$ cat config.mk
export PLATFORM = sky130hd
export DESIGN_NAME = atcg_walker
export DESIGN_NICKNAME = d
export VERILOG_FILES = /design/src/hdl/atcg_pkg.sv /design/src/hdl/atcg_walker.sv
export SDC_FILE = /design/constraint.sdc
export NUM_CORES = 1
export LEC_CHECK = 0
export BUFFER_PORTS_ARGS = -buffer_cell sky130_fd_sc_hd__buf_2
export CAP_MARGIN = 25
export CORE_MARGIN = 10
export CORE_UTILIZATION = 35
export CTS_CLUSTER_SIZE = 25
export DETAILED_ROUTE_END_ITERATION = 10
export GPL_ROUTABILITY_DRIVEN = 0
export PLACE_DENSITY_LB_ADDON = 0.08
export SETUP_SLACK_MARGIN = 0.2
export SLEW_MARGIN = 40
export SYNTH_ARGS = -nofsm -noshare
export SYNTH_HDL_FRONTEND = slang
export SYNTH_SLANG_ARGS = --single-unit
$ cat constraint.sdc
create_clock -name clk -period 3.9 [get_ports clk]
set_input_delay 0.975 -clock clk [delete_from_list [all_inputs] [get_ports clk]]
set_output_delay 0.975 -clock clk [all_outputs]
set_load 0.03 [all_outputs]
$ cat src/hdl/atcg_pkg.sv
// Text console grid: shared types, constants and the colour palette.
// Used by every module of the console grid core; depends on nothing.
package atcg_pkg;

  localparam int MAX_COLUMNS = 128;
  localparam int MAX_ROWS    = 64;
  localparam int COL_W       = $clog2(MAX_COLUMNS);
  localparam int ROW_W       = $clog2(MAX_ROWS);
  localparam int ADDR_W      = COL_W + ROW_W;
  localparam int CELLS       = MAX_COLUMNS * MAX_ROWS;
  localparam int NC_W        = COL_W + 1;
  localparam int LIM_W       = ROW_W + 1;

  localparam logic [23:0] RESET_FG = 24'hAAAAAA;
  localparam logic [23:0] RESET_BG = 24'h000000;

  localparam logic [2:0] CFG_COLUMNS    = 3'd0;
  localparam logic [2:0] CFG_TOTAL_ROWS = 3'd1;
  localparam logic [2:0] CFG_USABLE     = 3'd2;
  localparam logic [2:0] CFG_DEFAULT_FG = 3'd3;
  localparam logic [2:0] CFG_DEFAULT_BG = 3'd4;

  localparam logic [7:0] CH_BEL    = 8'h07;
  localparam logic [7:0] CH_BS     = 8'h08;
  localparam logic [7:0] CH_LF     = 8'h0A;
  localparam logic [7:0] CH_CR     = 8'h0D;
  localparam logic [7:0] CH_ESC    = 8'h1B;
  localparam logic [7:0] CH_SPACE  = 8'h20;
  localparam logic [7:0] CH_LPAREN = 8'h28;
  localparam logic [7:0] CH_RPAREN = 8'h29;
  localparam logic [7:0] CH_STAR   = 8'h2A;
  localparam logic [7:0] CH_PLUS   = 8'h2B;
  localparam logic [7:0] CH_0      = 8'h30;
  localparam logic [7:0] CH_7      = 8'h37;
  localparam logic [7:0] CH_8      = 8'h38;
  localparam logic [7:0] CH_9      = 8'h39;
  localparam logic [7:0] CH_SEMI   = 8'h3B;
  localparam logic [7:0] FINAL_LO  = 8'h40;
  localparam logic [7:0] CH_UA     = 8'h41;
  localparam logic [7:0] CH_UB     = 8'h42;
  localparam logic [7:0] CH_UC     = 8'h43;
  localparam logic [7:0] CH_UD     = 8'h44;
  localparam logic [7:0] CH_UE     = 8'h45;
  localparam logic [7:0] CH_UF     = 8'h46;
  localparam logic [7:0] CH_UG     = 8'h47;
  localparam logic [7:0] CH_UH     = 8'h48;
  localparam logic [7:0] CH_UJ     = 8'h4A;
  localparam logic [7:0] CH_UK     = 8'h4B;
  localparam logic [7:0] CH_LBRACK = 8'h5B;
  localparam logic [7:0] CH_RBRACK = 8'h5D;
  localparam logic [7:0] CH_BTICK  = 8'h60;
  localparam logic [7:0] CH_LC     = 8'h63;
  localparam logic [7:0] CH_LD     = 8'h64;
  localparam logic [7:0] CH_LF_F   = 8'h66;
  localparam logic [7:0] CH_LM     = 8'h6D;
  localparam logic [7:0] CH_LS     = 8'h73;
  localparam logic [7:0] CH_LU     = 8'h75;
  localparam logic [7:0] FINAL_HI  = 8'h7E;

  typedef enum logic [2:0] {
    P_GROUND, P_ESC, P_CSI, P_OSC, P_SWALLOW, P_OSC_ESC
  } parse_t;

  typedef enum logic [3:0] {
    C_CLEAR, C_CLEAR_WAIT, C_IDLE, C_RDATA, C_EXEC, C_WAIT_PRE, C_ACT, C_WAIT,
    C_SGR, C_FIN
  } ctrl_state_t;

  typedef enum logic [1:0] {W_IDLE, W_COPY, W_DRAIN, W_FILL} walk_state_t;

  typedef enum logic {WM_FILL, WM_SCROLL} walk_mode_t;

  typedef struct packed {
    logic       command;
    logic [7:0] in_byte;
    logic [6:0] read_column;
    logic [5:0] read_row;
  } item_t;

  typedef struct packed {
    logic        cell_written;
    logic [6:0]  written_column;
    logic [5:0]  written_row;
    logic        needs_repaint;
    logic [7:0]  cell_char;
    logic [23:0] cell_foreground;
    logic [23:0] cell_background;
  } result_t;

  typedef struct packed {
    logic [7:0]  ch;
    logic [23:0] fg;
    logic [23:0] bg;
  } cell_t;

  typedef struct packed {
    logic [NC_W-1:0]  cols;
    logic [LIM_W-1:0] total;
    logic [LIM_W-1:0] lim;
  } geom_t;

  typedef struct packed {
    logic             start;
    walk_mode_t       mode;
    logic [ROW_W-1:0] r0;
    logic [COL_W-1:0] c0;
    logic [ROW_W-1:0] r1;
    logic [COL_W-1:0] c1;
    logic [LIM_W-1:0] lim;
    logic [NC_W-1:0]  nc;
    logic [23:0]      fg;
    logic [23:0]      bg;
  } walk_req_t;

  typedef struct packed {
    logic              en;
    logic [ADDR_W-1:0] addr;
    cell_t             data;
  } mem_wr_t;

  typedef struct packed {
    logic              en;
    logic [ADDR_W-1:0] addr;
  } mem_rd_t;

  function automatic logic [23:0] palette(input logic [3:0] idx);
    logic [23:0] c;
    unique case (idx)
      4'd0:  c = 24'h000000;
      4'd1:  c = 24'hAA0000;
      4'd2:  c = 24'h00AA00;
      4'd3:  c = 24'hAA5500;
      4'd4:  c = 24'h0000AA;
      4'd5:  c = 24'hAA00AA;
      4'd6:  c = 24'h00AAAA;
      4'd7:  c = 24'hAAAAAA;
      4'd8:  c = 24'h555555;
      4'd9:  c = 24'hFF5555;
      4'd10: c = 24'h55FF55;
      4'd11: c = 24'hFFFF55;
      4'd12: c = 24'h5555FF;
      4'd13: c = 24'hFF55FF;
      4'd14: c = 24'h55FFFF;
      4'd15: c = 24'hFFFFFF;
    endcase
    return c;
  endfunction

endpackage

$ cat src/hdl/atcg_walker.sv
// Cell store walker: region fill and scroll-up copy, one cell per cycle.
// Depends on atcg_pkg; drives the cell store while busy.
module atcg_walker (
  input  logic                clk,
  input  logic                rst,
  input  atcg_pkg::walk_req_t req,
  input  atcg_pkg::cell_t     rdata,
  output logic                busy,
  output atcg_pkg::mem_wr_t   wr,
  output atcg_pkg::mem_rd_t   rd
);
  import atcg_pkg::*;

  walk_state_t      wst, wst_next;
  logic [ROW_W-1:0] r, r_next, r1, r1_next;
  logic [COL_W-1:0] c, c_next, c1, c1_next;
  logic [LIM_W-1:0] lim, lim_next;
  logic [NC_W-1:0]  nc, nc_next;
  logic [23:0]      fg, fg_next, bg, bg_next;
  logic             pend, pend_next;
  logic [ADDR_W-1:0] paddr, paddr_next;

  logic [COL_W-1:0] nc_m1, ce;
  logic [LIM_W-1:0] lim_m1, lim_m2, r_inc;
  logic             fill_en, last_in_row, last_row;

  assign nc_m1       = COL_W'(nc - 1'b1);
  assign lim_m1      = lim - 1'b1;
  assign lim_m2      = lim - 2'd2;
  assign r_inc       = {1'b0, r} + 1'b1;
  assign ce          = (r == r1) ? c1 : nc_m1;
  assign fill_en     = (wst == W_FILL) && ({1'b0, r} < lim) && (c <= ce) &&
                       ({1'b0, c} < nc);
  assign last_in_row = (c >= ce) || (c >= nc_m1);
  assign last_row    = (r >= r1) || (r_inc >= lim);
  assign busy        = (wst != W_IDLE);

  always_comb begin
    wst_next = wst;
    unique case (wst)
      W_IDLE: begin
        if (req.start) begin
          wst_next = (req.mode == WM_SCROLL && req.lim > 1) ? W_COPY : W_FILL;
        end
      end
      W_COPY: begin
        if (c == nc_m1 && r == lim_m2[ROW_W-1:0]) begin
          wst_next = W_DRAIN;
        end
      end
      W_DRAIN: wst_next = W_FILL;
      W_FILL: begin
        if (last_in_row && last_row) begin
          wst_next = W_IDLE;
        end
      end
      default: wst_next = W_IDLE;
    endcase
  end

  always_comb begin
    r_next     = r;
    c_next     = c;
    r1_next    = r1;
    c1_next    = c1;
    lim_next   = lim;
    nc_next    = nc;
    fg_next    = fg;
    bg_next    = bg;
    pend_next  = 1'b0;
    paddr_next = paddr;
    rd         = '0;
    wr.en      = pend | fill_en;
    wr.addr    = pend ? paddr : {r, c};
    wr.data    = pend ? rdata : cell_t'{ch: CH_SPACE, fg: fg, bg: bg};
    unique case (wst)
      W_IDLE: begin
        if (req.start) begin
          lim_next = req.lim;
          nc_next  = req.nc;
          fg_next  = req.fg;
          bg_next  = req.bg;
          if (req.mode == WM_SCROLL) begin
            r_next  = req.lim > 1 ? '0 : ROW_W'(req.lim - 1'b1);
            c_next  = '0;
            r1_next = ROW_W'(req.lim - 1'b1);
            c1_next = COL_W'(req.nc - 1'b1);
          end else begin
            r_next  = req.r0;
            c_next  = req.c0;
            r1_next = req.r1;
            c1_next = req.c1;
          end
        end
      end
      W_COPY: begin
        rd.en      = 1'b1;
        rd.addr    = {ROW_W'(r_inc), c};
        pend_next  = 1'b1;
        paddr_next = {r, c};
        if (c == nc_m1) begin
          c_next = '0;
          if (r != lim_m2[ROW_W-1:0]) begin
            r_next = r + 1'b1;
          end
        end else begin
          c_next = c + 1'b1;
        end
      end
      W_DRAIN: begin
        r_next = lim_m1[ROW_W-1:0];
        c_next = '0;
      end
      W_FILL: begin
        if (last_in_row) begin
          r_next = r + 1'b1;
          c_next = '0;
        end else begin
          c_next = c + 1'b1;
        end
      end
      default: ;
    endcase
  end

  always_ff @(posedge clk) begin
    if (rst) begin
      wst  <= W_IDLE;
      pend <= 1'b0;
    end else begin
      wst  <= wst_next;
      pend <= pend_next;
    end
    r     <= r_next;
    c     <= c_next;
    r1    <= r1_next;
    c1    <= c1_next;
    lim   <= lim_next;
    nc    <= nc_next;
    fg    <= fg_next;
    bg    <= bg_next;
    paddr <= paddr_next;
  end

endmodule

==> results.yml <==
outcome:
  status: "finished, final reports clean"
critical_path:
  end_kind: "primary output"
  critPathArrivalTime_ns: 2.86
  critPathKind: "reg2out"
  crit_required_ns: 2.92
  path_cells: "ha_4 > nand4_1 > inv_2 > nand3_4 > nand2_1 > o21ai_0 > ha_1 > nand4_1 > a21oi_2 > nor3_4 > o21a_1 > a31o_1 > buf_6"
  cpMostUsedCell: "nand4_1"
  cp.buffers_inverters: 2
  startpoint_type: "flop"
  crit_family: "compound AO/OA/AOI/OAI gates"
  cp_max_fo: 7
  slowest_delay_ns: 0.43
  crit_slowest_cell: "edfxtp_1"
final_layout:
  layout_common_cells: "buf_2, edfxtp_1, mux2_2, ha_1, inv_1"
  finalCoreUtilization_pct: 47.2
  drive_gt1_share_pct: 47.6
  fill_cells: 1690
  area_growth_pct: 31.8
  final_nets: 952
  antenna_cells: 0
  seq_area_mm2: 0.00312
  multi_input_area_mm2: 0.00299
  mostFrequentLayoutCell: "buf_2"
logic_synthesis:
  synth_edf_count: 102
  synth.largest_area_cell: "edfxtp_1"
  async_reset_ff_share_pct: 0
  netlist_area_mm2: 0.00621
  synth-seq-cells: 105
  yosysSeqAreaShare_pct: 50.3
  synth_cells: 502
  yosysTopAreaCellShare_pct: 49.3
  synthTopCellsByArea: "edfxtp_1, mux2_2, ha_1"
  yosys_warnings: 0
  yosys_most_used_dff: "edfxtp_1"
  synth_nets: 705
  avgSynthCellArea_um2: 12.4
  yosysUniqueCellTypes: 53
clock_tree:
  numClockSinks: 105
  cts.clk_slew.worst_paths_ns: 0.07
  holdBufCountCts: 0
  cts_tree: "yes"
  cts_buffers: 9
  clk_latency_ns: 0.35
  clock-root-buffer: "clkbuf_16"
  cts_buffer_depth: 2
  cts_max_level: 3
timing:
  rsz0062_at_grt: "yes"
  finalMaxSlewViolations: 0
  min_period_ns: 3.83
  skew_ns: 0.00925
  finalCritPeriodShare_pct: 98.2
  fmax_mhz: 261
  tns_ns: 0
  setup_viol: 0
  tightest_slew_ns: 0.770
  final_hold_viol_count: 0
  setup_ws_ns: 0.0691
  slew_headroom_pct: 48.7
min_path:
  hp-class: "reg2reg"
pwr:
  total_power_uw: 6030
  ir_drop_mv: 0.327
  power.density_mw_per_mm2: 736
  p_leak_uw: 0.00360
route:
  first_iter_violations: 167
  drt_wl_total_um: 18700
  via_per_inst: 4.86
  vias: 4759
  dr.pass1.iters: 4
  drt-wirelength-per-cell_um: 19.1
  postRouteAntennaNets: 0
  drc: 0
global_route:
  grt-ovfl-total: 0
  antenna_found_initial: 0
  grt_pass1_wl_um: 28800
  track_usage_pct: 15.4
  grt_pass1_vias: 4886
  grt_max_degree: 44
die:
  rows: 48
  io_pins: 234
  core_mm2: 0.0174
  initial_core_util_pct: 35.8
  die_w_um: 153
  die_h_um: 153
  dieArea_mm2: 0.0235
place:
  port_buffers: 233
  dp_hpwl_um: 15100
  pre_cts_slack_ns: 0.0709
run:
  drv_cap: 0
[state kept, by name, summed over array words and instances (netlist names), 7 cells and up]
name   flops
c          7
c1         7
bg        24
nc         8
lim        7
paddr     13
fg        24
[path summary, 6_finish.rpt]
check,slack [ns],endpoint,startpoint,cells past startpoint
min reg2reg,0.53,paddr[0]$_DFFE_PP_,c[0]$_DFFE_PP_,0
max,0.07,wr[69],r[5]$_DFFE_PP_,13
max reg2reg,0.54,r[1]$_DFFE_PP_,nc[0]$_DFFE_PP_,11
min,0.53,paddr[0]$_DFFE_PP_,c[0]$_DFFE_PP_,0
[synth_stat cells (all sizes together) (8+ instances only)]
cell and count:
edfxtp 102, mux2 63, ha 54, inv 33, nor2 27, and2 19
xnor2 19, a21oi 18, nand2 18, clkbuf 15, o21ai 15, xor2 13
nand3 11, nor2b 8
[power breakdown]
group	internal (uW)	switching [uW]
combinational	1230	1940
clock	503	422
sequential	1680	248
total	3420	2610
[cell families (layout without fill, tap and decap cells)]
group / after synthesis / count (layout) / share of synthesized area, %
compound gates: 81 / 81 / 9.37
xor+xnor: 32 / 32 / 4.51
fa+ha+maj: 54 / 54 / 10.9
buf+inv: 51 / 302 / 3.22
flops: 105 / 105 / 50.3
mux: 66 / 66 / 11.9
simple gates: 113 / 114 / 9.83
[worst reg2reg max path, stage by stage (launching register included)]
cell and delay (ns):
edfxtp_1 0.41, inv_1 0.09, ha_1 0.19, nand3_1 0.16, nor3_2 0.17, xnor2_1 0.11, ha_1 0.36, nand4_1 0.16
or2_1 0.31, a21o_1 0.20, a31oi_2 0.23, a21boi_1 0.60
[repair_timing]
| item | CTS | global route |
|---|---|---|
| cloned | 1 | 0 |
| setup endpoints to repair | 1 | 1 |
| pin swaps | 12 | 11 |
| gates resized for setup | 12 | 9 |
| setup buffers | 5 | 3 |
[per-stage QoR]
step | cells | cell area [um^2] | hold WS [ns]
after global placement | 952 | 7670 | 0.515
after CTS | 976 | 8100 | 0.527
final | 979 | 8180 | 0.532
after global routing | 979 | 8180 | 0.571
after floorplan | 502 | 6210 | 0.487
after detailed placement | 954 | 7710 | 0.514
[layout make-up]
| cell class | instances | area share [%] |
|---|---|---|
| clock buffers | 9 | 2.75 |
| flip-flops and latches | 105 | 38.2 |
| inverters | 33 | 1.51 |
| multi-input cells | 347 | 36.6 |
| clock inverters | 7 | 0.917 |
| well taps | 225 | 3.44 |
| repair buffers | 253 | 16.6 |
[metal layers]
| layer | track usage, % | share of wire (%) | up-vias |
|---|---|---|---|
| met5 | 0 | 0 | - |
| met4 | 4.86 | 1.4 | 0 |
| met3 | 4.21 | 6.6 | 16 |
| met2 | 25.8 | 48 | 171 |
| met1 | 18.9 | 44 | 2226 |
| li1 | - | - | 2346 |
Power figures use the tool's default switching activity.
