<file path="src/hdl/atcg_pkg.sv">
// Text console grid: shared types, constants and the colour palette.
// Used by every module of the console grid core; depends on nothing.
package atcg_pkg;

  localparam int MAX_COLUMNS = 128;
  localparam int MAX_ROWS    = 64;
  localparam int COL_W       = $clog2(MAX_COLUMNS);
  localparam int ROW_W       = $clog2(MAX_ROWS);
  localparam int ADDR_W      = COL_W + ROW_W;
  localparam int CELLS       = MAX_COLUMNS * MAX_ROWS;
  localparam int NC_W        = COL_W + 1;
  localparam int LIM_W       = ROW_W + 1;

  localparam logic [23:0] RESET_FG = 24'hAAAAAA;
  localparam logic [23:0] RESET_BG = 24'h000000;

  localparam logic [2:0] CFG_COLUMNS    = 3'd0;
  localparam logic [2:0] CFG_TOTAL_ROWS = 3'd1;
  localparam logic [2:0] CFG_USABLE     = 3'd2;
  localparam logic [2:0] CFG_DEFAULT_FG = 3'd3;
  localparam logic [2:0] CFG_DEFAULT_BG = 3'd4;

  localparam logic [7:0] CH_BEL    = 8'h07;
  localparam logic [7:0] CH_BS     = 8'h08;
  localparam logic [7:0] CH_LF     = 8'h0A;
  localparam logic [7:0] CH_CR     = 8'h0D;
  localparam logic [7:0] CH_ESC    = 8'h1B;
  localparam logic [7:0] CH_SPACE  = 8'h20;
  localparam logic [7:0] CH_LPAREN = 8'h28;
  localparam logic [7:0] CH_RPAREN = 8'h29;
  localparam logic [7:0] CH_STAR   = 8'h2A;
  localparam logic [7:0] CH_PLUS   = 8'h2B;
  localparam logic [7:0] CH_0      = 8'h30;
  localparam logic [7:0] CH_7      = 8'h37;
  localparam logic [7:0] CH_8      = 8'h38;
  localparam logic [7:0] CH_9      = 8'h39;
  localparam logic [7:0] CH_SEMI   = 8'h3B;
  localparam logic [7:0] FINAL_LO  = 8'h40;
  localparam logic [7:0] CH_UA     = 8'h41;
  localparam logic [7:0] CH_UB     = 8'h42;
  localparam logic [7:0] CH_UC     = 8'h43;
  localparam logic [7:0] CH_UD     = 8'h44;
  localparam logic [7:0] CH_UE     = 8'h45;
  localparam logic [7:0] CH_UF     = 8'h46;
  localparam logic [7:0] CH_UG     = 8'h47;
  localparam logic [7:0] CH_UH     = 8'h48;
  localparam logic [7:0] CH_UJ     = 8'h4A;
  localparam logic [7:0] CH_UK     = 8'h4B;
  localparam logic [7:0] CH_LBRACK = 8'h5B;
  localparam logic [7:0] CH_RBRACK = 8'h5D;
  localparam logic [7:0] CH_BTICK  = 8'h60;
  localparam logic [7:0] CH_LC     = 8'h63;
  localparam logic [7:0] CH_LD     = 8'h64;
  localparam logic [7:0] CH_LF_F   = 8'h66;
  localparam logic [7:0] CH_LM     = 8'h6D;
  localparam logic [7:0] CH_LS     = 8'h73;
  localparam logic [7:0] CH_LU     = 8'h75;
  localparam logic [7:0] FINAL_HI  = 8'h7E;

  typedef enum logic [2:0] {
    P_GROUND, P_ESC, P_CSI, P_OSC, P_SWALLOW, P_OSC_ESC
  } parse_t;

  typedef enum logic [3:0] {
    C_CLEAR, C_CLEAR_WAIT, C_IDLE, C_RDATA, C_EXEC, C_WAIT_PRE, C_ACT, C_WAIT,
    C_SGR, C_FIN
  } ctrl_state_t;

  typedef enum logic [1:0] {W_IDLE, W_COPY, W_DRAIN, W_FILL} walk_state_t;

  typedef enum logic {WM_FILL, WM_SCROLL} walk_mode_t;

  typedef struct packed {
    logic       command;
    logic [7:0] in_byte;
    logic [6:0] read_column;
    logic [5:0] read_row;
  } item_t;

  typedef struct packed {
    logic        cell_written;
    logic [6:0]  written_column;
    logic [5:0]  written_row;
    logic        needs_repaint;
    logic [7:0]  cell_char;
    logic [23:0] cell_foreground;
    logic [23:0] cell_background;
  } result_t;

  typedef struct packed {
    logic [7:0]  ch;
    logic [23:0] fg;
    logic [23:0] bg;
  } cell_t;

  typedef struct packed {
    logic [NC_W-1:0]  cols;
    logic [LIM_W-1:0] total;
    logic [LIM_W-1:0] lim;
  } geom_t;

  typedef struct packed {
    logic             start;
    walk_mode_t       mode;
    logic [ROW_W-1:0] r0;
    logic [COL_W-1:0] c0;
    logic [ROW_W-1:0] r1;
    logic [COL_W-1:0] c1;
    logic [LIM_W-1:0] lim;
    logic [NC_W-1:0]  nc;
    logic [23:0]      fg;
    logic [23:0]      bg;
  } walk_req_t;

  typedef struct packed {
    logic              en;
    logic [ADDR_W-1:0] addr;
    cell_t             data;
  } mem_wr_t;

  typedef struct packed {
    logic              en;
    logic [ADDR_W-1:0] addr;
  } mem_rd_t;

  function automatic logic [23:0] palette(input logic [3:0] idx);
    logic [23:0] c;
    unique case (idx)
      4'd0:  c = 24'h000000;
      4'd1:  c = 24'hAA0000;
      4'd2:  c = 24'h00AA00;
      4'd3:  c = 24'hAA5500;
      4'd4:  c = 24'h0000AA;
      4'd5:  c = 24'hAA00AA;
      4'd6:  c = 24'h00AAAA;
      4'd7:  c = 24'hAAAAAA;
      4'd8:  c = 24'h555555;
      4'd9:  c = 24'hFF5555;
      4'd10: c = 24'h55FF55;
      4'd11: c = 24'hFFFF55;
      4'd12: c = 24'h5555FF;
      4'd13: c = 24'hFF55FF;
      4'd14: c = 24'h55FFFF;
      4'd15: c = 24'hFFFFFF;
    endcase
    return c;
  endfunction

endpackage

</file>
<file path="src/hdl/atcg_ctrl.sv">
// Console control: byte parser, cursor and colour state, command sequencer.
// Depends on atcg_pkg; requests walks and drives single-cell accesses.
module atcg_ctrl #(
  parameter int PARAM_SLOTS = 16
) (
  input  logic                clk,
  input  logic                rst,
  input  logic                item_valid,
  output logic                item_ready,
  input  atcg_pkg::item_t     item,
  output logic                result_valid,
  input  logic                result_ready,
  output atcg_pkg::result_t   result,
  input  atcg_pkg::geom_t     geom,
  input  logic [23:0]         dfg,
  input  logic [23:0]         dbg,
  input  logic                walk_busy,
  output atcg_pkg::walk_req_t walk_req,
  output atcg_pkg::mem_wr_t   mem_wr,
  output atcg_pkg::mem_rd_t   mem_rd,
  input  atcg_pkg::cell_t     mem_rdata
);
  import atcg_pkg::*;

  localparam int PC_W = $clog2(PARAM_SLOTS + 1);
  localparam int IX_W = $clog2(PARAM_SLOTS);
  localparam logic [PC_W-1:0] SLOTS_PC = PC_W'(PARAM_SLOTS);

  ctrl_state_t      state, state_next;
  parse_t           pst, pst_next;
  logic [COL_W-1:0] cc, cc_next, sc, sc_next;
  logic [ROW_W-1:0] cr, cr_next, sr, sr_next;
  logic [23:0]      fg, fg_next, bg, bg_next;
  logic [PC_W-1:0]  pcount, pcount_next;
  logic [15:0]      params [PARAM_SLOTS];
  logic [15:0]      params_next [PARAM_SLOTS];
  logic [IX_W-1:0]  sidx, sidx_next;
  item_t            item_q, item_q_next;
  result_t          res, res_next, out, out_next;
  logic             out_valid, out_valid_next;

  logic             accept, slot_free;
  logic [7:0]       b;
  logic [NC_W-1:0]  nc;
  logic [LIM_W-1:0] lim, lim_m1;
  logic [COL_W-1:0] nc_m1;
  logic             wrap_pre, scroll_pre, wrap_post, row_adv, scroll_post;
  logic [LIM_W-1:0] row_pre, row_inc;
  logic [NC_W-1:0]  col_inc;
  logic             is_digit, is_final, is_glyph;
  logic [PC_W-1:0]  pc_m1, pc_semi;
  logic [IX_W-1:0]  didx, pidx;
  logic [15:0]      pval, n, n2, nm1, n2m1, pm30, pm40, pm82, pm92;
  logic [16:0]      sum_r, sum_c;
  logic             is_ed, is_el;

  assign b        = item_q.in_byte;
  assign nc       = geom.cols;
  assign lim      = geom.lim;
  assign lim_m1   = lim - 1'b1;
  assign nc_m1    = COL_W'(nc - 1'b1);
  assign accept   = item_valid && item_ready;
  assign slot_free = !out_valid || result_ready;

  assign wrap_pre   = ({1'b0, cc} >= nc);
  assign row_pre    = {1'b0, cr} + LIM_W'(wrap_pre);
  assign scroll_pre = (row_pre >= lim);
  assign is_glyph   = (b != CH_LF) && (b != CH_CR) && (b != CH_BS);
  assign col_inc    = {1'b0, cc} + 1'b1;
  assign wrap_post  = (col_inc >= nc);
  assign row_inc    = {1'b0, cr} + 1'b1;
  assign row_adv    = (b == CH_LF) || (is_glyph && wrap_post);
  assign scroll_post = row_adv && (row_inc >= lim);

  assign is_digit = (b >= CH_0) && (b <= CH_9);
  assign is_final = (b >= FINAL_LO) && (b <= FINAL_HI);
  assign is_ed    = (b == CH_UJ);
  assign is_el    = (b == CH_UK);
  assign pc_m1    = pcount - 1'b1;
  assign pc_semi  = (pcount == '0) ? PC_W'(1) : pcount;
  assign didx     = (pcount == '0) ? '0 : pc_m1[IX_W-1:0];
  assign pidx     = (state == C_SGR) ? sidx : didx;
  assign pval     = params[pidx];
  assign n        = (pcount != '0 && params[0] != '0) ? params[0] : 16'd1;
  assign n2       = (pcount > PC_W'(1) && params[1] != '0) ? params[1] : 16'd1;
  assign nm1      = n - 1'b1;
  assign n2m1     = n2 - 1'b1;
  assign sum_r    = {11'b0, cr} + {1'b0, n};
  assign sum_c    = {10'b0, cc} + {1'b0, n};
  assign pm30     = pval - 16'd30;
  assign pm40     = pval - 16'd40;
  assign pm82     = pval - 16'd82;
  assign pm92     = pval - 16'd92;

  assign item_ready   = (state == C_IDLE);
  assign result_valid = out_valid;
  assign result       = out;

  always_comb begin
    state_next = state;
    unique case (state)
      C_CLEAR:      state_next = C_CLEAR_WAIT;
      C_CLEAR_WAIT: if (!walk_busy) state_next = C_IDLE;
      C_IDLE: begin
        if (accept) begin
          state_next = item.command ? C_RDATA : C_EXEC;
        end
      end
      C_RDATA: state_next = C_FIN;
      C_EXEC: begin
        state_next = C_FIN;
        unique case (pst)
          P_GROUND: begin
            if (b != CH_ESC) begin
              state_next = scroll_pre ? C_WAIT_PRE : C_ACT;
            end
          end
          P_ESC: if (b == CH_LC) state_next = C_WAIT;
          P_CSI: begin
            if (is_final && (is_ed || is_el)) begin
              state_next = C_WAIT;
            end else if (is_final && b == CH_LM && pcount != '0) begin
              state_next = C_SGR;
            end
          end
          default: ;
        endcase
      end
      C_WAIT_PRE: if (!walk_busy) state_next = C_ACT;
      C_ACT:      state_next = scroll_post ? C_WAIT : C_FIN;
      C_WAIT:     if (!walk_busy) state_next = C_FIN;
      C_SGR:      if (sidx == pc_m1[IX_W-1:0]) state_next = C_FIN;
      C_FIN:      if (slot_free) state_next = C_IDLE;
      default:    state_next = C_IDLE;
    endcase
  end

  always_comb begin
    pst_next       = pst;
    cc_next        = cc;
    cr_next        = cr;
    sc_next        = sc;
    sr_next        = sr;
    fg_next        = fg;
    bg_next        = bg;
    pcount_next    = pcount;
    params_next    = params;
    sidx_next      = sidx;
    item_q_next    = item_q;
    res_next       = res;
    out_next       = out;
    out_valid_next = out_valid && !result_ready;
    walk_req       = '0;
    mem_wr         = '0;
    mem_rd         = '0;
    unique case (state)
      C_CLEAR: begin
        walk_req.start = 1'b1;
        walk_req.mode  = WM_FILL;
        walk_req.r1    = ROW_W'(MAX_ROWS - 1);
        walk_req.c1    = COL_W'(MAX_COLUMNS - 1);
        walk_req.lim   = LIM_W'(MAX_ROWS);
        walk_req.nc    = NC_W'(MAX_COLUMNS);
        walk_req.fg    = RESET_FG;
        walk_req.bg    = RESET_BG;
      end
      C_IDLE: begin
        if (accept) begin
          item_q_next = item;
          res_next    = '0;
          if (item.command) begin
            mem_rd.en   = 1'b1;
            mem_rd.addr = {item.read_row, item.read_column};
          end
        end
      end
      C_RDATA: begin
        if ({1'b0, item_q.read_column} < nc && {1'b0, item_q.read_row} < geom.total) begin
          res_next.cell_char       = mem_rdata.ch;
          res_next.cell_foreground = mem_rdata.fg;
          res_next.cell_background = mem_rdata.bg;
        end
      end
      C_EXEC: begin
        unique case (pst)
          P_GROUND: begin
            if (b == CH_ESC) begin
              pst_next = P_ESC;
            end else begin
              if (wrap_pre) cc_next = '0;
              if (scroll_pre) begin
                walk_req.start = 1'b1;
                walk_req.mode  = WM_SCROLL;
                walk_req.lim   = lim;
                walk_req.nc    = nc;
                walk_req.fg    = fg;
                walk_req.bg    = bg;
                cr_next        = lim_m1[ROW_W-1:0];
                res_next.needs_repaint = 1'b1;
                if (lim <= LIM_W'(1)) cc_next = '0;
              end else begin
                cr_next = row_pre[ROW_W-1:0];
              end
            end
          end
          P_ESC: begin
            pst_next = P_GROUND;
            if (b == CH_LBRACK) begin
              pst_next    = P_CSI;
              pcount_next = '0;
              for (int i = 0; i < PARAM_SLOTS; i++) params_next[i] = '0;
            end else if (b == CH_RBRACK) begin
              pst_next = P_OSC;
            end else if (b == CH_7) begin
              sc_next = cc;
              sr_next = cr;
            end else if (b == CH_8) begin
              sc_next = sc;
              cc_next = ({1'b0, sc} >= nc) ? nc_m1 : sc;
              cr_next = ({1'b0, sr} >= lim) ? lim_m1[ROW_W-1:0] : sr;
            end else if (b == CH_LC) begin
              fg_next = dfg;
              bg_next = dbg;
              cc_next = '0;
              cr_next = '0;
              walk_req.start = 1'b1;
              walk_req.mode  = WM_FILL;
              walk_req.r1    = lim_m1[ROW_W-1:0];
              walk_req.c1    = nc_m1;
              walk_req.lim   = lim;
              walk_req.nc    = nc;
              walk_req.fg    = dfg;
              walk_req.bg    = dbg;
              res_next.needs_repaint = 1'b1;
            end else if (b == CH_LPAREN || b == CH_RPAREN || b == CH_STAR ||
                         b == CH_PLUS) begin
              pst_next = P_SWALLOW;
            end
          end
          P_CSI: begin
            if (is_digit) begin
              params_next[didx] = (params[didx] << 3) + (params[didx] << 1) +
                                  {12'b0, b[3:0]};
              if (pcount == '0) pcount_next = PC_W'(1);
            end else if (b == CH_SEMI) begin
              pcount_next = (pc_semi < SLOTS_PC) ? pc_semi + 1'b1 : pc_semi;
            end else if (is_final) begin
              pst_next = P_GROUND;
              sidx_next = '0;
              unique case (b)
                CH_UA, CH_UF: begin
                  cr_next = ({10'b0, cr} > n) ? cr - n[ROW_W-1:0] : '0;
                  if (b == CH_UF) cc_next = '0;
                end
                CH_UB, CH_UE: begin
                  cr_next = (sum_r >= {10'b0, lim}) ? lim_m1[ROW_W-1:0] :
                            sum_r[ROW_W-1:0];
                  if (b == CH_UE) cc_next = '0;
                end
                CH_UC: begin
                  cc_next = (sum_c >= {9'b0, nc}) ? nc_m1 : sum_c[COL_W-1:0];
                end
                CH_UD: begin
                  cc_next = ({9'b0, cc} > n) ? cc - n[COL_W-1:0] : '0;
                end
                CH_UG, CH_BTICK: begin
                  cc_next = (nm1 >= {8'b0, nc}) ? nc_m1 : nm1[COL_W-1:0];
                end
                CH_LD: begin
                  cr_next = (nm1 >= {9'b0, lim}) ? lim_m1[ROW_W-1:0] : nm1[ROW_W-1:0];
                end
                CH_UH, CH_LF_F: begin
                  cr_next = (nm1 >= {9'b0, lim}) ? lim_m1[ROW_W-1:0] : nm1[ROW_W-1:0];
                  cc_next = (n2m1 >= {8'b0, nc}) ? nc_m1 : n2m1[COL_W-1:0];
                end
                CH_UJ, CH_UK: begin
                  walk_req.start = 1'b1;
                  walk_req.mode  = WM_FILL;
                  walk_req.lim   = lim;
                  walk_req.nc    = nc;
                  walk_req.fg    = fg;
                  walk_req.bg    = bg;
                  res_next.needs_repaint = 1'b1;
                  if (pcount == '0 || params[0] == 16'd0) begin
                    walk_req.r0 = cr;
                    walk_req.c0 = cc;
                    walk_req.r1 = is_ed ? lim_m1[ROW_W-1:0] : cr;
                    walk_req.c1 = nc_m1;
                  end else if (params[0] == 16'd1) begin
                    walk_req.r0 = is_ed ? '0 : cr;
                    walk_req.c0 = '0;
                    walk_req.r1 = cr;
                    walk_req.c1 = cc;
                  end else begin
                    walk_req.r0 = is_ed ? '0 : cr;
                    walk_req.c0 = '0;
                    walk_req.r1 = is_ed ? lim_m1[ROW_W-1:0] : cr;
                    walk_req.c1 = nc_m1;
                  end
                end
                CH_LM: begin
                  if (pcount == '0) begin
                    fg_next = dfg;
                    bg_next = dbg;
                  end
                end
                CH_LS: begin
                  sc_next = cc;
                  sr_next = cr;
                end
                CH_LU: begin
                  cc_next = ({1'b0, sc} >= nc) ? nc_m1 : sc;
                  cr_next = ({1'b0, sr} >= lim) ? lim_m1[ROW_W-1:0] : sr;
                end
                default: ;
              endcase
            end
          end
          P_OSC: begin
            if (b == CH_BEL) begin
              pst_next = P_GROUND;
            end else if (b == CH_ESC) begin
              pst_next = P_OSC_ESC;
            end
          end
          default: pst_next = P_GROUND;
        endcase
      end
      C_ACT: begin
        mem_wr.addr    = {cr, cc};
        mem_wr.data.fg = fg;
        mem_wr.data.bg = bg;
        mem_wr.data.ch = b;
        if (b == CH_BS) begin
          mem_wr.en      = 1'b1;
          mem_wr.data.ch = CH_SPACE;
          mem_wr.addr    = {cr, (cc != '0) ? cc - 1'b1 : cc};
          cc_next        = (cc != '0) ? cc - 1'b1 : cc;
          res_next.cell_written   = 1'b1;
          res_next.written_column = (cc != '0) ? cc - 1'b1 : cc;
          res_next.written_row    = cr;
        end else if (b == CH_CR) begin
          cc_next = '0;
        end else if (b == CH_LF) begin
          cc_next = '0;
        end else begin
          mem_wr.en = 1'b1;
          res_next.cell_written   = 1'b1;
          res_next.written_column = cc;
          res_next.written_row    = cr;
          cc_next = wrap_post ? '0 : col_inc[COL_W-1:0];
        end
        if (row_adv) begin
          if (scroll_post) begin
            walk_req.start = 1'b1;
            walk_req.mode  = WM_SCROLL;
            walk_req.lim   = lim;
            walk_req.nc    = nc;
            walk_req.fg    = fg;
            walk_req.bg    = bg;
            cr_next        = lim_m1[ROW_W-1:0];
            res_next.needs_repaint = 1'b1;
          end else begin
            cr_next = row_inc[ROW_W-1:0];
          end
        end
      end
      C_SGR: begin
        sidx_next = sidx + 1'b1;
        if (pval == 16'd0) begin
          fg_next = dfg;
          bg_next = dbg;
        end else if (pval >= 16'd30 && pval <= 16'd37) begin
          fg_next = palette(pm30[3:0]);
        end else if (pval == 16'd39) begin
          fg_next = dfg;
        end else if (pval >= 16'd40 && pval <= 16'd47) begin
          bg_next = palette(pm40[3:0]);
        end else if (pval == 16'd49) begin
          bg_next = dbg;
        end else if (pval >= 16'd90 && pval <= 16'd97) begin
          fg_next = palette(pm82[3:0]);
        end else if (pval >= 16'd100 && pval <= 16'd107) begin
          bg_next = palette(pm92[3:0]);
        end
      end
      C_FIN: begin
        if (slot_free) begin
          out_valid_next = 1'b1;
          out_next       = res;
        end
      end
      default: ;
    endcase
  end

  always_ff @(posedge clk) begin
    if (rst) begin
      state     <= C_CLEAR;
      pst       <= P_GROUND;
      cc        <= '0;
      cr        <= '0;
      sc        <= '0;
      sr        <= '0;
      fg        <= RESET_FG;
      bg        <= RESET_BG;
      pcount    <= '0;
      sidx      <= '0;
      out_valid <= 1'b0;
      for (int i = 0; i < PARAM_SLOTS; i++) params[i] <= '0;
    end else begin
      state     <= state_next;
      pst       <= pst_next;
      cc        <= cc_next;
      cr        <= cr_next;
      sc        <= sc_next;
      sr        <= sr_next;
      fg        <= fg_next;
      bg        <= bg_next;
      pcount    <= pcount_next;
      sidx      <= sidx_next;
      out_valid <= out_valid_next;
      params    <= params_next;
    end
    item_q <= item_q_next;
    res    <= res_next;
    out    <= out_next;
  end

endmodule

</file>
<file path="config.mk">
export PLATFORM = sky130hd
export DESIGN_NAME = atcg_ctrl
export DESIGN_NICKNAME = d
export VERILOG_FILES = /design/src/hdl/atcg_pkg.sv /design/src/hdl/atcg_ctrl.sv
export SDC_FILE = /design/constraint.sdc
export NUM_CORES = 2
export LEC_CHECK = 0
export BUFFER_PORTS_ARGS = -buffer_cell sky130_fd_sc_hd__buf_2
export CAP_MARGIN = 20
export CORE_MARGIN = 3
export CORE_UTILIZATION = 49
export DETAILED_ROUTE_END_ITERATION = 7
export GPL_ROUTABILITY_DRIVEN = 0
export GPL_TIMING_DRIVEN = 0
export PLACE_DENSITY = 0.69
export SYNTH_ARGS = -nofsm -noshare
export SYNTH_HDL_FRONTEND = slang
export SYNTH_SLANG_ARGS = --single-unit
</file>
<file path="constraint.sdc">
create_clock -name clk -period 10.94 [get_ports clk]
set_input_delay 0.547 -clock clk [delete_from_list [all_inputs] [get_ports clk]]
set_output_delay 0.547 -clock clk [all_outputs]
set_load 0.02 [all_outputs]
</file>
==> flow_summary.yaml <==
pwr:
  p_leak_nw: 15.7
  power_density_nw_per_um2: 131
  finalPower_mw: 5.04
  vdd_drop_max_uv: 132
timing:
  whs_ns: 0.0584
  hold_viol: 0
  layout_min_cycle_time_ns: 10.67
  drv_slew: 0
  rsz0062_at_grt: "no"
  tightestPinTransition_ns: 1.26
  relSlewSlack_pct: 15.6
  setup_viol: 0
  fin_skew_ns: 0.0467
  fin_ws_ns: 0.270
  finalSetupTns_ns: 0
  fin_crit_sh_pct: 97.5
  max_freq_ghz: 0.0937
worst_setup_path:
  rr_worst_depth: 29
  crit_type: "flip-flop to flip-flop"
  required_ns: 11.53
  cp.arrival_ns: 11.26
  r2r-end: "params[239]$_SDFFE_PP0P_"
  end_kind: "flip-flop"
  max_stage_delay_ns: 0.88
  slowest_stage: "buf_1"
  cp_top_family: "buffers and inverters"
  start_kind: "flip-flop"
  worstPathMaxFanout: 11
  cp.buffers_inverters: 9
  r2r-start: "pcount[0]$_SDFFE_PP0P_"
  r2r_slack_ns: 0.27
  critPathMostFrequentCell: "clkbuf_1"
clocking:
  ctsHtreeMaxLevel: 2
  ctsResizeCount: 0
  clock-sinks: 510
  numCtsBuffers: 58
  clk_pin_slew_ns: 0.06
  cts_buffer_depth: 3
  post_cts_buffers: 0
  insertion_delay_ns: 0.67
  cts_hold_buf: 0
  cts_tree: "yes"
  clock-root-buffer: "clkbuf_16"
drt:
  vias: 35687
  wl_per_cell_um: 27.1
  totalWireLength_um: 144000
  ant_nets: 0
  firstDrtPassIters: 8
  drtIter0Drc: 5681
  drc: 353
  vias_per_cell: 6.70
yosys:
  ys_types: 114
  netlist_instances: 3936
  post-synth-top-count-cell: "nor2_1"
  synth_top_area_share_pct: 21.0
  ys.warnings.count: 0
  ys.flop_type: "dfxtp_1"
  synth_nets: 4265
  ys_ff_latch: 510
  synth_edf_count: 163
  synth_async_sr_flop_share_pct: 0
  syn_area_per_cell_sq_um: 8.40
  syn-cell-area_sq_um: 33100
  yosys-top-cells-count: "nor2_1 (583), dfxtp_1 (347), nand2_1 (281)"
  synth_seq_area_share_pct: 35.8
  synth_top_cell_by_area: "dfxtp_1"
  synthTopCellsByArea: "dfxtp_1 (21%), edfxtp_1 (15%), nor2_1 (6.6%)"
floorplan:
  ios: 401
  die_w_um: 266
  placementRows: 94
  dieArea_sq_um: 70600
  initial_utilization_pct: 49.9
  core_area_sq_um: 66300
  die_h_um: 266
hold_path:
  hold-path-endpoint: "b[0]$_DFFE_PP_"
  hold_start: "item[13]"
  hp-class: "input port to flip-flop"
  whs_path_depth: 1
place:
  port_buffers: 399
  dp_hpwl_um: 109000
  dp_slack_ns: 1.10
finish:
  synthToLayoutAreaGrowth_pct: 15.8
  nets: 4735
  drive_gt1_share_pct: 14.1
status:
  status: "finished, violations left"
  failed_checks: "design-rule violations"
grt:
  antenna_found_initial: 11
  grt_first_pass_wirelength_um: 208000
  first_global_vias: 32508
  grt_max_degree: 34
  overflow: 0
  grtUsageTotal_pct: 38.7
flow_run:
  max-cap-violations: 0
## power breakdown
group | total, mW | leakage (nW) | switching, mW | internal [mW]
combinational | 0.874 | 10.5 | 0.619 | 0.255
clock | 2.03 | 0.950 | 0.873 | 1.16
sequential | 2.13 | 4.24 | 0.0463 | 2.08
total | 5.04 | 15.7 | 1.54 | 3.50
## worst reg2reg max path, delay by kind of cell (launching register included)
kind,cells,cell delay [ns]
XOR/XNOR,1,0.61
buffers and inverters,9,4.75
flip-flops,1,0.47
AND/OR/NAND/NOR,6,1.28
adder cells (fa/ha/maj),3,1.03
AO/OA/AOI/OAI,10,2.46
## layout by cell type (no fill, tap or decap), types with 19 or more instances in the layout
| cell type | n |
|---|---|
| nor2_1 | 583 |
| buf_2 | 427 |
| dfxtp_1 | 347 |
| nand2_1 | 280 |
| clkbuf_1 | 258 |
| a22oi_1 | 185 |
| ha_1 | 170 |
| edfxtp_1 | 163 |
| a21oi_1 | 161 |
| a31oi_1 | 132 |
| o21ai_0 | 124 |
| and3_1 | 118 |
| inv_1 | 112 |
| and2_1 | 109 |
| mux2i_1 | 97 |
| nor3_1 | 90 |
| nand3_1 | 85 |
| xnor2_1 | 60 |
| clkbuf_16 | 58 |
| nand2b_1 | 55 |
| a21o_1 | 51 |
| a221oi_1 | 50 |
| a211oi_1 | 49 |
| o211ai_1 | 39 |
| a22o_1 | 39 |
| nand4_1 | 33 |
| nor2b_1 | 28 |
| a32oi_1 | 24 |
| xor2_1 | 23 |
| nor4_1 | 23 |
| o22ai_1 | 21 |
| o2111ai_1 | 21 |
| buf_1 | 19 |
## sequential cells by signal, indices dropped and copies added (netlist names)
name,flops
sr,6
result_valid,1
item_q,13
sidx,4
result,71
res,71
pst,3
cr,6
pcount,5
sc,7
params,256
fg,24
cc,7
state,4
bg,24
b,8
## layout make-up
class	instances	area, sq um
Multi-Input combinational cell	3000	19500
Buffer	312	1290
Fill cell	6156	28000
Sequential cell	510	11800
Inverter	114	428
Timing Repair Buffer	410	2140
Clock inverter	34	399
Antenna cell	11	27.5
Clock buffer	71	1560
Tap cell	864	1080
## worst max path at each step
stage                                to  slack [ns]  cells past startpoint                   start
2_1_floorplan  params[207]$_SDFFE_PP0P_        3.77                     30  pcount[0]$_SDFFE_PP0P_
3_3_place_gp   params[223]$_SDFFE_PP0P_        1.13                     27  pcount[0]$_SDFFE_PP0P_
3_5_place_dp   params[239]$_SDFFE_PP0P_        1.10                     27  pcount[0]$_SDFFE_PP0P_
4_1_cts        params[239]$_SDFFE_PP0P_        1.08                     27  pcount[0]$_SDFFE_PP0P_
5_1_grt        params[222]$_SDFFE_PP0P_        0.04                     30  pcount[0]$_SDFFE_PP0P_
6_report       params[239]$_SDFFE_PP0P_        0.27                     29  pcount[0]$_SDFFE_PP0P_
## stage by stage
step	std cells	utilization [%]	area, sq um
finish	5326	57.7	38300
detailed placement	5205	54.6	36200
floorplan	3936	-	33100
CTS	5310	57.6	38200
global placement	5199	54.5	36200
global route	5325	57.7	38300
## per-layer routing
metal | wire, um | GRT usage [%]
met1 | 53400 | 49.3
met2 | 59600 | 57.2
met3 | 19800 | 11.5
met4 | 11700 | 24.8
met5 | 0 | 0
## kinds of logic after synthesis
| logic type | count (synthesis) | share of synthesized area [%] |
|---|---|---|
| AOI/OAI and AO/OA | 1124 | 24.5 |
| buffers and inverters | 426 | 5.18 |
| DFF | 510 | 35.8 |
| xor gates and xnor gates | 83 | 2.20 |
| muxes | 113 | 3.48 |
| and+or+nand+nor | 1504 | 22.0 |
| adders and majority gates | 176 | 6.79 |
(Power assumes the default switching activity.)
